<file path="config.mk">
export PLATFORM = sky130hd
export DESIGN_NAME = delta_run_length_line_encoder
export DESIGN_NICKNAME = d
export VERILOG_FILES = /design/src/drle_pkg.sv /design/src/drle_fifo.sv /design/src/drle_front.sv /design/src/drle_pack.sv /design/src/delta_run_length_line_encoder.sv
export SDC_FILE = /design/constraint.sdc
export NUM_CORES = 1
export LEC_CHECK = 0
export BUFFER_PORTS_ARGS = -buffer_cell sky130_fd_sc_hd__buf_4
export CAP_MARGIN = 20
export CORE_MARGIN = 3
export CORE_UTILIZATION = 65
export DETAILED_ROUTE_END_ITERATION = 10
export PLACE_DENSITY = 0.86
export SLEW_MARGIN = 20
export SYNTH_ARGS = -nofsm -noshare
export SYNTH_HDL_FRONTEND = slang
export SYNTH_SLANG_ARGS = --single-unit
</file>
<file path="constraint.sdc">
create_clock -name i_clk -period 13.9 [get_ports i_clk]
set_clock_uncertainty 0.2 [all_clocks]
set_input_delay 0 -clock i_clk [delete_from_list [all_inputs] [get_ports i_clk]]
set_output_delay 0 -clock i_clk [all_outputs]
set_load 0.03 [all_outputs]
</file>
<file path="src/drle_pkg.sv">
package drle_pkg;

    // line and counter limits
    localparam int LINE_BYTES = 65536;
    localparam int RUN_W      = 17;
    localparam int LEN_W      = 17;
    localparam logic [LEN_W-1:0] COUNT_MAX = 17'h1FFFF;
    localparam logic [LEN_W-1:0] HDR_BYTES = 17'd4;

    // code group and packer sizes
    localparam int SEG_W        = 51;
    localparam int SEG_LEN_W    = 6;
    localparam int BUF_W        = 64;
    localparam int BUF_CNT_W    = 7;
    localparam int BUF_FILL_MAX = 7 + SEG_W;

    // queue between classifier and packer
    localparam int Q_DEPTH = 4;
    localparam int Q_PTR_W = 2;
    localparam int Q_CNT_W = 3;

    // code words
    localparam logic [8:0] NONE_MARK  = 9'h100;
    localparam logic [3:0] ESC_LIT    = 4'b1110;
    localparam logic [3:0] ESC_RUN    = 4'b1111;
    localparam logic [2:0] LONG_LIT   = 3'b111;
    localparam logic [2:0] ZERO_DELTA = 3'b011;
    localparam logic [7:0] LEN_ESC    = 8'hFF;
    localparam int DELTA_MAX = 3;
    localparam int RUN_LONG  = 4;
    localparam int RUN_MID   = 19;
    localparam int RUN_HUGE  = 274;

    // one code group, right-aligned bits
    typedef struct packed {
        logic [SEG_W-1:0]     bits;
        logic [SEG_LEN_W-1:0] len;
        logic                 last;
    } t_seg;

    // codes one finished run; last is left clear
    function automatic t_seg code_run(input logic [7:0] cur, input logic [8:0] prev,
                                      input logic [RUN_W-1:0] run);
        logic signed [9:0]    d;
        logic                 small_d;
        logic [2:0]           dcode;
        logic [SEG_W-1:0]     vbits;
        logic [SEG_LEN_W-1:0] vlen;
        logic [SEG_W-1:0]     pbits;
        logic [SEG_LEN_W-1:0] plen;
        logic [RUN_W-1:0]     rl4;
        logic [RUN_W-1:0]     rl19;
        logic [23:0]          n;
        logic [1:0]           reps;
        t_seg                 s;
        d       = $signed({2'b00, cur}) - $signed({2'b00, prev[7:0]});
        small_d = !prev[8] && (d >= -10'(DELTA_MAX)) && (d <= 10'(DELTA_MAX));
        dcode   = 3'(d + 10'(DELTA_MAX));
        rl4     = run - RUN_W'(RUN_LONG);
        rl19    = run - RUN_W'(RUN_MID);
        n       = {7'd0, run} - 24'(RUN_LONG);
        reps    = run[1:0] - 2'd1;
        s.last  = 1'b0;
        if (run < RUN_W'(RUN_LONG)) begin
            if (small_d) begin
                vbits = SEG_W'(dcode);
                vlen  = SEG_LEN_W'(3);
            end else begin
                vbits = SEG_W'({ESC_LIT, cur});
                vlen  = SEG_LEN_W'(12);
            end
            pbits = '0;
            plen  = '0;
            // short runs repeat the zero-delta code
            case (reps)
                2'd1: begin
                    s.bits = (vbits << 3) | SEG_W'(ZERO_DELTA);
                    s.len  = vlen + SEG_LEN_W'(3);
                end
                2'd2: begin
                    s.bits = (vbits << 6) | SEG_W'({ZERO_DELTA, ZERO_DELTA});
                    s.len  = vlen + SEG_LEN_W'(6);
                end
                default: begin
                    s.bits = vbits;
                    s.len  = vlen;
                end
            endcase
        end else begin
            if (small_d) begin
                vbits = SEG_W'(dcode);
                vlen  = SEG_LEN_W'(3);
            end else begin
                vbits = SEG_W'({LONG_LIT, cur});
                vlen  = SEG_LEN_W'(11);
            end
            if (run < RUN_W'(RUN_MID)) begin
                pbits = SEG_W'({ESC_RUN, rl4[3:0]});
                plen  = SEG_LEN_W'(8);
            end else if (run < RUN_W'(RUN_HUGE)) begin
                pbits = SEG_W'({ESC_RUN, ESC_RUN, rl19[7:0]});
                plen  = SEG_LEN_W'(16);
            end else begin
                // 24-bit length, low byte first
                pbits = SEG_W'({ESC_RUN, ESC_RUN, LEN_ESC, n[7:0], n[15:8], n[23:16]});
                plen  = SEG_LEN_W'(40);
            end
            s.bits = (pbits << vlen) | vbits;
            s.len  = plen + vlen;
        end
        return s;
    endfunction

endpackage

</file>
<file path="src/drle_fifo.sv">
module drle_fifo (
    input  logic            i_clk,
    input  logic            i_rst_n,
    input  logic            i_push,
    input  drle_pkg::t_seg  i_push_seg,
    output logic            o_full,
    output logic            o_valid,
    output drle_pkg::t_seg  o_seg,
    input  logic            i_pop
);

    drle_pkg::t_seg                  r_mem [drle_pkg::Q_DEPTH];
    logic [drle_pkg::Q_PTR_W-1:0]    r_wr_ptr;
    logic [drle_pkg::Q_PTR_W-1:0]    r_rd_ptr;
    logic [drle_pkg::Q_CNT_W-1:0]    r_count;
    logic [drle_pkg::Q_CNT_W-1:0]    n_count;

    assign o_full  = (r_count == drle_pkg::Q_CNT_W'(drle_pkg::Q_DEPTH));
    assign o_valid = (r_count != '0);
    assign o_seg   = r_mem[r_rd_ptr];

    always_comb begin
        n_count = r_count;
        if (i_push && !i_pop) begin
            n_count = r_count + 1'b1;
        end else if (!i_push && i_pop) begin
            n_count = r_count - 1'b1;
        end
    end

    always_ff @(posedge i_clk) begin
        if (!i_rst_n) begin
            r_wr_ptr <= '0;
            r_rd_ptr <= '0;
            r_count  <= '0;
        end else begin
            if (i_push) begin
                r_wr_ptr <= r_wr_ptr + 1'b1;
            end
            if (i_pop) begin
                r_rd_ptr <= r_rd_ptr + 1'b1;
            end
            r_count <= n_count;
        end
    end

    always_ff @(posedge i_clk) begin
        if (i_push) begin
            r_mem[r_wr_ptr] <= i_push_seg;
        end
    end

    a_no_overflow: assert property (@(posedge i_clk) disable iff (!i_rst_n)
        i_push |-> (!o_full || i_pop))
        else $error("code group pushed into a full queue");

    a_no_underflow: assert property (@(posedge i_clk) disable iff (!i_rst_n)
        i_pop |-> o_valid)
        else $error("code group popped from an empty queue");

endmodule

</file>
<file path="src/drle_front.sv">
module drle_front (
    input  logic            i_clk,
    input  logic            i_rst_n,
    input  logic            i_valid,
    output logic            o_ready,
    input  logic [7:0]      i_sample,
    input  logic            i_last,
    output logic            o_push,
    output drle_pkg::t_seg  o_seg,
    input  logic            i_full
);

    logic [7:0]                  r_cur;
    logic [8:0]                  r_prev;
    logic [drle_pkg::RUN_W-1:0]  r_run;
    logic                        r_line_start;
    logic                        r_tail;
    logic [7:0]                  n_cur;
    logic [8:0]                  n_prev;
    logic [drle_pkg::RUN_W-1:0]  n_run;
    logic                        n_line_start;
    logic                        n_tail;

    logic [7:0]                  e_cur;
    logic [8:0]                  e_prev;
    logic [drle_pkg::RUN_W-1:0]  e_run;
    logic [drle_pkg::RUN_W-1:0]  run_inc;
    logic                        same;
    logic                        accept;
    logic [7:0]                  f_cur;
    logic [8:0]                  f_prev;
    logic [drle_pkg::RUN_W-1:0]  f_run;
    drle_pkg::t_seg              seg;

    // a new line starts from the sample itself with no reference value
    assign e_cur   = r_line_start ? i_sample : r_cur;
    assign e_prev  = r_line_start ? drle_pkg::NONE_MARK : r_prev;
    assign e_run   = r_line_start ? '0 : r_run;
    assign same    = (i_sample == e_cur);
    assign run_inc = (e_run < drle_pkg::RUN_W'(drle_pkg::LINE_BYTES)) ? e_run + 1'b1 : e_run;

    assign o_ready = !r_tail && !i_full;
    assign accept  = i_valid && o_ready;

    always_comb begin
        if (r_tail) begin
            f_cur  = r_cur;
            f_prev = r_prev;
            f_run  = r_run;
        end else if (same) begin
            f_cur  = e_cur;
            f_prev = e_prev;
            f_run  = run_inc;
        end else begin
            f_cur  = e_cur;
            f_prev = e_prev;
            f_run  = e_run;
        end
        seg      = drle_pkg::code_run(f_cur, f_prev, f_run);
        seg.last = r_tail || (same && i_last);
    end

    assign o_seg  = seg;
    assign o_push = r_tail ? !i_full : (accept && (!same || i_last));

    always_comb begin
        n_cur        = r_cur;
        n_prev       = r_prev;
        n_run        = r_run;
        n_line_start = r_line_start;
        n_tail       = r_tail;
        if (r_tail) begin
            // single-sample run closing the line
            if (!i_full) begin
                n_cur        = '0;
                n_prev       = drle_pkg::NONE_MARK;
                n_run        = '0;
                n_line_start = 1'b1;
                n_tail       = 1'b0;
            end
        end else if (accept) begin
            if (same && i_last) begin
                n_cur        = '0;
                n_prev       = drle_pkg::NONE_MARK;
                n_run        = '0;
                n_line_start = 1'b1;
            end else if (same) begin
                n_cur        = e_cur;
                n_prev       = e_prev;
                n_run        = run_inc;
                n_line_start = 1'b0;
            end else begin
                n_cur        = i_sample;
                n_prev       = {1'b0, e_cur};
                n_run        = drle_pkg::RUN_W'(1);
                n_line_start = 1'b0;
                n_tail       = i_last;
            end
        end
    end

    always_ff @(posedge i_clk) begin
        if (!i_rst_n) begin
            r_cur        <= '0;
            r_prev       <= drle_pkg::NONE_MARK;
            r_run        <= '0;
            r_line_start <= 1'b1;
            r_tail       <= 1'b0;
        end else begin
            r_cur        <= n_cur;
            r_prev       <= n_prev;
            r_run        <= n_run;
            r_line_start <= n_line_start;
            r_tail       <= n_tail;
        end
    end

    a_change_at_end: assert property (@(posedge i_clk) disable iff (!i_rst_n)
        (accept && !same && i_last) |=> (r_tail && !o_ready))
        else $error("value change on the last beat did not queue the closing run");

endmodule

</file>
<file path="src/drle_pack.sv">
module drle_pack (
    input  logic                          i_clk,
    input  logic                          i_rst_n,
    input  logic                          i_seg_valid,
    input  drle_pkg::t_seg                i_seg,
    output logic                          o_pop,
    output logic                          o_tvalid,
    input  logic                          i_tready,
    output logic [7:0]                    o_code_byte,
    output logic                          o_tlast,
    output logic [drle_pkg::LEN_W-1:0]    o_line_length
);

    logic [drle_pkg::BUF_W-1:0]      r_buf;
    logic [drle_pkg::BUF_CNT_W-1:0]  r_cnt;
    logic                            r_flush;
    logic [drle_pkg::LEN_W-1:0]      r_bcount;
    logic                            r_ovalid;
    logic [7:0]                      r_obyte;
    logic                            r_olast;
    logic [drle_pkg::LEN_W-1:0]      r_olen;

    logic                            out_free;
    logic                            have_byte;
    logic                            emit;
    logic                            final_byte;
    logic [drle_pkg::LEN_W-1:0]      bc_inc;
    logic [drle_pkg::BUF_CNT_W-1:0]  shamt;
    logic [drle_pkg::BUF_W-1:0]      load_word;

    assign out_free   = !r_ovalid || i_tready;
    // a full byte, or the padded tail of a line
    assign have_byte  = (r_cnt >= drle_pkg::BUF_CNT_W'(8)) || (r_flush && r_cnt != '0);
    assign emit       = have_byte && out_free;
    assign final_byte = r_flush && (r_cnt <= drle_pkg::BUF_CNT_W'(8));
    assign o_pop      = !have_byte && !r_flush && i_seg_valid;
    assign bc_inc     = (r_bcount == drle_pkg::COUNT_MAX) ? r_bcount : r_bcount + 1'b1;
    assign shamt      = drle_pkg::BUF_CNT_W'(drle_pkg::BUF_W) - r_cnt
                        - drle_pkg::BUF_CNT_W'(i_seg.len);
    assign load_word  = drle_pkg::BUF_W'(i_seg.bits) << shamt;

    always_ff @(posedge i_clk) begin
        if (!i_rst_n) begin
            r_buf    <= '0;
            r_cnt    <= '0;
            r_flush  <= 1'b0;
            r_bcount <= drle_pkg::HDR_BYTES;
            r_ovalid <= 1'b0;
            r_olast  <= 1'b0;
            r_olen   <= '0;
            r_obyte  <= '0;
        end else begin
            if (emit) begin
                r_buf    <= r_buf << 8;
                r_cnt    <= final_byte ? '0 : r_cnt - drle_pkg::BUF_CNT_W'(8);
                r_ovalid <= 1'b1;
                r_obyte  <= r_buf[drle_pkg::BUF_W-1 -: 8];
                r_olast  <= final_byte;
                r_olen   <= final_byte ? bc_inc : '0;
                r_bcount <= final_byte ? drle_pkg::HDR_BYTES : bc_inc;
                if (final_byte) begin
                    r_flush <= 1'b0;
                end
            end else begin
                if (i_tready) begin
                    r_ovalid <= 1'b0;
                end
                if (o_pop) begin
                    r_buf   <= r_buf | load_word;
                    r_cnt   <= r_cnt + drle_pkg::BUF_CNT_W'(i_seg.len);
                    r_flush <= i_seg.last;
                end
            end
        end
    end

    assign o_tvalid      = r_ovalid;
    assign o_code_byte   = r_obyte;
    assign o_tlast       = r_olast;
    assign o_line_length = r_olen;

    a_buf_bound: assert property (@(posedge i_clk) disable iff (!i_rst_n)
        r_cnt <= drle_pkg::BUF_CNT_W'(drle_pkg::BUF_FILL_MAX))
        else $error("bit buffer overfilled");

    a_load_partial: assert property (@(posedge i_clk) disable iff (!i_rst_n)
        o_pop |-> (r_cnt < drle_pkg::BUF_CNT_W'(8)))
        else $error("code group loaded while a whole byte was pending");

    a_final_length: assert property (@(posedge i_clk) disable iff (!i_rst_n)
        (emit && final_byte) |=> (o_tlast && o_line_length > drle_pkg::HDR_BYTES))
        else $error("line end beat carries no valid length");

endmodule

</file>
<file path="src/delta_run_length_line_encoder.sv">
// Delta run-length line encoder. One sample byte enters per beat; runs of equal bytes are
// coded as 3-bit deltas, literals or long-run escapes and packed MSB-first into code bytes.
// tlast on the input closes the line: the open run is coded, the last byte is zero-padded
// and carries tlast plus the line length (code bytes plus a 4-byte header). The classifier
// takes a beat every cycle while its 4-entry code queue has room, and stalls to queue the
// closing run when the value changes on the last beat. The packer loads a code group only
// while no whole byte is pending and emits code bytes as the output accepts them; a run
// escape with a 24-bit length holds the packer while its bytes are emitted. With the queue
// and packer idle, the first output byte of a closing beat passes through the code queue,
// the bit buffer and the output register after that beat is accepted.
module delta_run_length_line_encoder (
    input  logic        i_clk,
    input  logic        i_rst_n,
    input  logic        i_s_axis_tvalid,
    output logic        o_s_axis_tready,
    input  logic [7:0]  i_s_axis_tdata,   // [7:0] sample
    input  logic        i_s_axis_tlast,   // last_of_line
    output logic        o_m_axis_tvalid,
    input  logic        i_m_axis_tready,
    output logic [31:0] o_m_axis_tdata,   // [7:0] code_byte, [24:8] line_length, [31:25] zero
    output logic        o_m_axis_tlast    // end_of_line
);

    logic                          q_push;
    drle_pkg::t_seg                q_push_seg;
    logic                          q_full;
    logic                          q_valid;
    drle_pkg::t_seg                q_seg;
    logic                          q_pop;
    logic [7:0]                    code_byte;
    logic [drle_pkg::LEN_W-1:0]    line_length;

    drle_front u_front (
        .i_clk    (i_clk),
        .i_rst_n  (i_rst_n),
        .i_valid  (i_s_axis_tvalid),
        .o_ready  (o_s_axis_tready),
        .i_sample (i_s_axis_tdata),
        .i_last   (i_s_axis_tlast),
        .o_push   (q_push),
        .o_seg    (q_push_seg),
        .i_full   (q_full)
    );

    drle_fifo u_fifo (
        .i_clk      (i_clk),
        .i_rst_n    (i_rst_n),
        .i_push     (q_push),
        .i_push_seg (q_push_seg),
        .o_full     (q_full),
        .o_valid    (q_valid),
        .o_seg      (q_seg),
        .i_pop      (q_pop)
    );

    drle_pack u_pack (
        .i_clk         (i_clk),
        .i_rst_n       (i_rst_n),
        .i_seg_valid   (q_valid),
        .i_seg         (q_seg),
        .o_pop         (q_pop),
        .o_tvalid      (o_m_axis_tvalid),
        .i_tready      (i_m_axis_tready),
        .o_code_byte   (code_byte),
        .o_tlast       (o_m_axis_tlast),
        .o_line_length (line_length)
    );

    assign o_m_axis_tdata = {7'd0, line_length, code_byte};

endmodule
</file>
; Word level (Yosys, flattened, before mapping)
; Memory sizes are Yosys's and may differ from the RTL's. A register that Yosys moved wholly into a read port is not among the register bits.
; Cells that the tools add are included.
; W data, S select, Z words.
[totals]
mem_count = 1
elab_cells = 159
ramBits = 232
reg_bits = 159
[mem_list]
columns = memory, depth, word_bits, read_ports, rd_ports_with_merged_regs, wr, line
row1 = u_fifo.r_mem, 4, 58, 1, 1, 1, drle_fifo.sv:12  ; drle_pkg::t_seg r_mem [drle_pkg::Q_DEPTH];
[classes]
bitwise_logic = 3
order_cmp = 8
n_addsub = 19
shift = 2
eq_ne = 7
n_reduce_logical = 35
n_mux = 67
[op_table]
columns = op, count
row1 = $mux W17, 12
row2 = $mux W51, 3
row3 = $mux W64, 2
row4 = $or A64 B64 Y64, 1
row5 = $shl A51 B7 Y64, 1
row6 = $mux W9, 7
row7 = $mux W57, 1
row8 = $mux W8, 7
row9 = $or A51 B51 Y51, 1
row10 = $shl A51 B6 Y51, 1
row11 = $pmux W24 S2, 1
row12 = $mux W40, 1
row13 = $add A17 B1 Y17 const B, 2
row14 = $mux W6, 5
row15 = $mux W7, 3
row16 = $sub A17 B3 Y18 const B, 1
row17 = $eq A17 B17 Y1 const B, 1
row18 = $lt A17 B17 Y1 const B, 1
row19 = $lt A17 B3 Y1 const B, 1
row20 = $lt A17 B5 Y1 const B, 1
row21 = $lt A17 B9 Y1 const B, 1
row22 = $mux W1, 17
row23 = $logic_and A1 B1 Y1, 13
row24 = $mux W12, 1
row25 = other kinds (36), 56

; Longest topological paths before layout
[depth]
depth_word = 12
depth_mapped = 20
depth_no_buf = 16

; Modules after synthesis
; From an unflattened synthesis, not the netlist that was laid out.
[unflattened]
hier_cells = 2092
hier_area_um2 = 22655.5
[by_module_without_submodules]
columns = module, instances, area_each_um2, cells_each
row1 = drle_pack, 1, 9093.7, 1089
row2 = drle_fifo, 1, 8839.7, 346
row3 = drle_front, 1, 4665.7, 649
row4 = delta_run_length_line_encoder, 1, 56.3, 8

; Worst setup path before layout
; Ideal clock, no wire load.
[synth_timing]
path_type = register -> register
start = reg with a tool-made name
end = reg u_pack.r_buf[63] (netlist bit)
setup_time_ns = 0.135
t_arrival_ns = 4.694
t_required_ns = 13.565
path_slack_ns = 8.872
stages_incl_launch_ff = 18
n_path_buf = 6
period_less_slack_ns = 5.028
cell_sequence = dfxtp_1 > clkbuf_1 > buf_2 > buf_2 > mux4_2 > ha_1 > inv_1 > ha_1 > fa_1 > clkbuf_1 > inv_2 > buf_1 > clkbuf_1 > o21ai_0 > o21ai_0 > nor2_1 > o311ai_0 > o21ai_0
[synth_lines]
columns = item, line
row1 = to (signal assigned), drle_pack.sv:54  ; r_buf <= r_buf << 8;
row2 = to (signal assigned), drle_pack.sv:69  ; r_buf <= r_buf | load_word;
row3 = to (decl), drle_pack.sv:14  ; logic [drle_pkg::BUF_W-1:0] r_buf;

==> impl_metrics.prom <==
# TYPE chip_impl_metric gauge
chip_impl_metric{name="synthToLayoutAreaGrowth",unit="%"} 9.036
chip_impl_metric{name="cts-htree-levels",unit=""} 2
chip_impl_metric{name="layout-drive-gt1-share",unit=""} 0.1246
chip_impl_info{name="synthFlopType",value="sky130_fd_sc_hd__edfxtp_1"} 1
chip_impl_metric{name="antennaDiodeCount",unit=""} 0
chip_impl_metric{name="place.port_buffers",unit=""} 40
chip_impl_metric{name="finalWirelength",unit="um"} 49400
chip_impl_info{name="timing.critical_path.from_type",value="register"} 1
chip_impl_metric{name="synth_top_area_frac",unit=""} 0.2733
chip_impl_metric{name="vias",unit=""} 15480
chip_impl_info{name="timing.critical_path.max_delay_family",value="simple AND/OR/NAND/NOR gates"} 1
chip_impl_metric{name="initial_utilization",unit=""} 0.6693
chip_impl_info{name="post_synth_main_area_contributors",value="sky130_fd_sc_hd__edfxtp_1 (27%), sky130_fd_sc_hd__dfxtp_1 (17%), sky130_fd_sc_hd__mux4_2 (5.2%), sky130_fd_sc_hd__nand2_1 (5.1%), sky130_fd_sc_hd__mux2i_1 (4.9%)"} 1
chip_impl_metric{name="synth-async-reset-ratio",unit=""} 0
chip_impl_metric{name="globalRoute.totalOverflow",unit=""} 0
chip_impl_metric{name="min_period_over_period",unit=""} 0.4330
chip_impl_metric{name="post_synth_num_cell_types",unit=""} 87
chip_impl_metric{name="number_of_nets_in_the_finished_design",unit=""} 2013
chip_impl_metric{name="max_slew_margin",unit=""} 0.2831
chip_impl_metric{name="first_global_vias",unit=""} 14710
chip_impl_metric{name="setup_total_negative_slack",unit="ns"} 0
chip_impl_metric{name="dp_hpwl",unit="um"} 33190
chip_impl_metric{name="synthesis.area",unit="mm^2"} 0.01890
chip_impl_metric{name="clk_pin_slew",unit="ns"} 0.06
chip_impl_metric{name="final_cells",unit=""} 2360
chip_impl_metric{name="grt_use_met3",unit=""} 0.03871
chip_impl_metric{name="synthAdderAreaFrac",unit=""} 0.03244
chip_impl_metric{name="die_y",unit="um"} 176.5
chip_impl_info{name="synth_top_family_by_area",value="simple AND/OR/NAND/NOR gates"} 1
chip_impl_metric{name="timing.final.setup_violations",unit=""} 0
chip_impl_metric{name="detail_route.first_pass.iterations",unit=""} 6
chip_impl_metric{name="global_route.usage.met2",unit=""} 0.5130
chip_impl_info{name="tritoncts",value="yes"} 1
chip_impl_metric{name="ff2ff_setup_slack",unit="ns"} 7.88
chip_impl_metric{name="cts.repair.resized",unit=""} 0
chip_impl_metric{name="clkSinkCount",unit=""} 333
chip_impl_metric{name="required",unit="ns"} 13.94
chip_impl_info{name="critical_path.most_common_cell",value="sky130_fd_sc_hd__buf_4"} 1
chip_impl_metric{name="maxCapViolations",unit=""} 0
chip_impl_info{name="leading_cell_type_by_number_of_instances_after_synthesis",value="sky130_fd_sc_hd__nand2_1"} 1
chip_impl_info{name="ys_top_cells_by_count",value="sky130_fd_sc_hd__nand2_1 (255), sky130_fd_sc_hd__nor2_1 (244), sky130_fd_sc_hd__edfxtp_1 (172)"} 1
chip_impl_info{name="top_usage_layer",value="met2"} 1
chip_impl_metric{name="final_max_slew_viol_count",unit=""} 0
chip_impl_metric{name="final_hold_viol_count",unit=""} 0
chip_impl_metric{name="final_period_minus_worst_setup_slack",unit="ns"} 6.018
chip_impl_info{name="unrepaired_setup_endpoints_after_global_routing",value="false"} 1
chip_impl_metric{name="viasPerCell",unit=""} 6.559
chip_impl_metric{name="final_estimated_routing_congestion_in_global_placement",unit=""} 1.006
chip_impl_metric{name="floorplan.die.width",unit="um"} 176.5
chip_impl_metric{name="synth_compound_gate_area_share",unit=""} 0.1581
chip_impl_metric{name="detail_route.drc_violations",unit=""} 0
chip_impl_metric{name="track_usage",unit=""} 0.3131
chip_impl_metric{name="routedWlPerCell",unit="um"} 20.93
chip_impl_metric{name="dp_worst_setup_slack",unit="ns"} 8.113
chip_impl_metric{name="cp_max_fo",unit=""} 37
chip_impl_metric{name="register_area_share_after_synthesis",unit=""} 0.4438
chip_impl_metric{name="core_area",unit="mm^2"} 0.02824
chip_impl_info{name="outcome",value="complete, no violations"} 1
chip_impl_info{name="worst_path_max_delay_cell",value="sky130_fd_sc_hd__nor2_1"} 1
chip_impl_info{name="synth_largest_area_cell",value="sky130_fd_sc_hd__edfxtp_1"} 1
chip_impl_metric{name="timing.fmax",unit="MHz"} 166.2
chip_impl_metric{name="synth-warning-count",unit=""} 0
chip_impl_metric{name="mean_syn_cell_area",unit="um^2"} 9.531
chip_impl_metric{name="synth-simple-area-share",unit=""} 0.1615
chip_impl_metric{name="global_route_wire_length_before_repair",unit="um"} 78660
chip_impl_metric{name="edff_count_synth",unit=""} 172
chip_impl_info{name="cts_root_buffer",value="sky130_fd_sc_hd__clkbuf_16"} 1
chip_impl_metric{name="numCtsBuffers",unit=""} 36
chip_impl_metric{name="slowest_delay",unit="ns"} 0.64
chip_impl_metric{name="grt_use_met1",unit=""} 0.4153
chip_impl_metric{name="drt_first_iter_violations",unit=""} 2104
chip_impl_metric{name="worst-path-buf-inv",unit=""} 4
chip_impl_metric{name="design.die.area",unit="mm^2"} 0.03116
chip_impl_metric{name="post-route-worst-setup-slack",unit="ns"} 7.882
chip_impl_metric{name="yosys_register_bits",unit=""} 333
chip_impl_metric{name="grt_antenna_before_repair",unit=""} 0
chip_impl_metric{name="pin_count_of_the_biggest_net_entering_global_routing",unit=""} 81
chip_impl_metric{name="worstSkewPairLatency",unit="ns"} 0.53
chip_impl_info{name="cp_cell_sequence",value="buf_4 -> inv_2 -> nor2_1 -> mux2i_1 -> ha_1 -> fa_1 -> nor2b_1 -> o31a_1 -> o31ai_1 -> a21oi_1 -> nor4_1 -> mux2i_4 -> buf_4 -> inv_1 -> nand2_1 -> o221ai_1"} 1
chip_impl_metric{name="drt.antenna.violating_nets",unit=""} 0
chip_impl_metric{name="synthCells",unit=""} 1983
chip_impl_info{name="path_class",value="register to register"} 1
chip_impl_metric{name="place_inst",unit=""} 2281
chip_impl_metric{name="worst_slew_pin_slew",unit="ns"} 1.061
chip_impl_metric{name="clk_path_buf_depth",unit=""} 3
chip_impl_metric{name="placementRows",unit=""} 61
chip_impl_info{name="worstHoldPathType",value="input pin to register"} 1
chip_impl_info{name="worstSetupEndpointType",value="register"} 1
chip_impl_metric{name="cp_arrival",unit="ns"} 6.06
chip_impl_metric{name="synth_xor_xnor_area_share",unit=""} 0.02966
chip_impl_metric{name="design.portCount",unit=""} 48
chip_impl_metric{name="multiplexer_share_of_the_synthesized_area",unit=""} 0.1323
[worst register-to-register path: stages (launching register included)]
cell and delay, ns:
sky130_fd_sc_hd__dfxtp_1 0.31, sky130_fd_sc_hd__buf_4 0.38, sky130_fd_sc_hd__inv_2 0.23, sky130_fd_sc_hd__nor2_1 0.64, sky130_fd_sc_hd__mux2i_1 0.52, sky130_fd_sc_hd__ha_1 0.26, sky130_fd_sc_hd__fa_1 0.21, sky130_fd_sc_hd__nor2b_1 0.07
sky130_fd_sc_hd__o31a_1 0.28, sky130_fd_sc_hd__o31ai_1 0.35, sky130_fd_sc_hd__a21oi_1 0.14, sky130_fd_sc_hd__nor4_1 0.52, sky130_fd_sc_hd__mux2i_4 0.11, sky130_fd_sc_hd__buf_4 0.28, sky130_fd_sc_hd__inv_1 0.44, sky130_fd_sc_hd__nand2_1 0.25
sky130_fd_sc_hd__o221ai_1 0.54
[what timing repair did]
action                                  CTS  global route
hold buffers                             13             0
endpoints found under the hold margin    57             0
setup buffers                             0             0
endpoints found under the setup margin    0             0
[area by class of cell]
cell class / count / area [um^2]
multi-input cells: 1464 / 9818
flip-flops and latches: 333 / 8391
fillers: 1929 / 7631
clock buffers: 48 / 959.7
repair buffers: 74 / 591.8
well taps: 378 / 473.0
clock inverters: 18 / 205.2
inverters: 45 / 170.2
[sequential cells by signal, summed over array words and instances (netlist names), 2 cells and up, named ones only]
name / cells
u_front.r_run: 17
u_pack.o_code_byte: 8
u_pack.r_bcount: 17
u_pack.r_buf: 64
u_fifo.r_mem: 172
u_fifo.r_rd_ptr: 2
u_front.r_prev: 9
u_pack.r_cnt: 7
u_fifo.r_count: 3
u_fifo.r_wr_ptr: 2
u_front.r_cur: 8
u_pack.o_line_length: 17
[per-stage QoR]
| step | instance area, um^2 | hold WS (ns) | util |
|---|---|---|---|
| after detailed placement | 19310 | 0.08033 | 0.6838 |
| after CTS | 20600 | 0.07134 | 0.7296 |
| after floorplan | 18920 | -0.05170 | - |
| final | 20610 | 0.1012 | 0.7298 |
| after global placement | 19300 | 0.06969 | 0.6834 |
| after global routing | 20610 | 0.1228 | 0.7298 |
[layout by cell type, fill, tap and decap left out, types with 44 or more instances in the layout]
cell | synthesis | routed
sky130_fd_sc_hd__mux2i_1 | 93 | 92
sky130_fd_sc_hd__a21oi_1 | 109 | 109
sky130_fd_sc_hd__dfxtp_1 | 161 | 159
sky130_fd_sc_hd__buf_4 | 10 | 60
sky130_fd_sc_hd__mux4_2 | 44 | 44
sky130_fd_sc_hd__nor2_1 | 244 | 243
sky130_fd_sc_hd__o21ai_0 | 129 | 129
sky130_fd_sc_hd__nand2_1 | 255 | 254
sky130_fd_sc_hd__mux2_2 | 50 | 50
sky130_fd_sc_hd__edfxtp_1 | 172 | 172
[path summary, 6_finish.rpt]
check,depth (start not counted),end,startpoint
max,16,u_fifo.r_mem[1][10]$_DFFE_PP_,u_front.r_line_start$_SDFFE_PN1P_
min,4,u_front.r_cur[7]$_SDFFE_PN0P_,i_s_axis_tdata[7]
max reg2reg,16,u_fifo.r_mem[1][10]$_DFFE_PP_,u_front.r_line_start$_SDFFE_PN1P_
min reg2reg,2,u_pack.o_tlast$_SDFFE_PN0P_,u_pack.o_tlast$_SDFFE_PN0P_
[cells by family (layout without fill, tap and decap cells)]
logic type / Yosys count / count (layout)
AOI/OAI and AO/OA: 471 / 471
buffers and inverters: 192 / 185
and+or+nand+nor: 688 / 688
other: 1 / 7
xor gates and xnor gates: 64 / 64
muxes: 188 / 188
DFF: 333 / 333
adders and majority gates: 46 / 46
[metal layers]
layer,vias up,routed length (um)
li1,7172,-
met1,7328,19690
met2,794,23560
met3,186,3555
met4,0,2594
met5,-,0
Power is not shown: default switching activity piles up to over one toggle a cycle in this logic, so the estimate is an artifact.
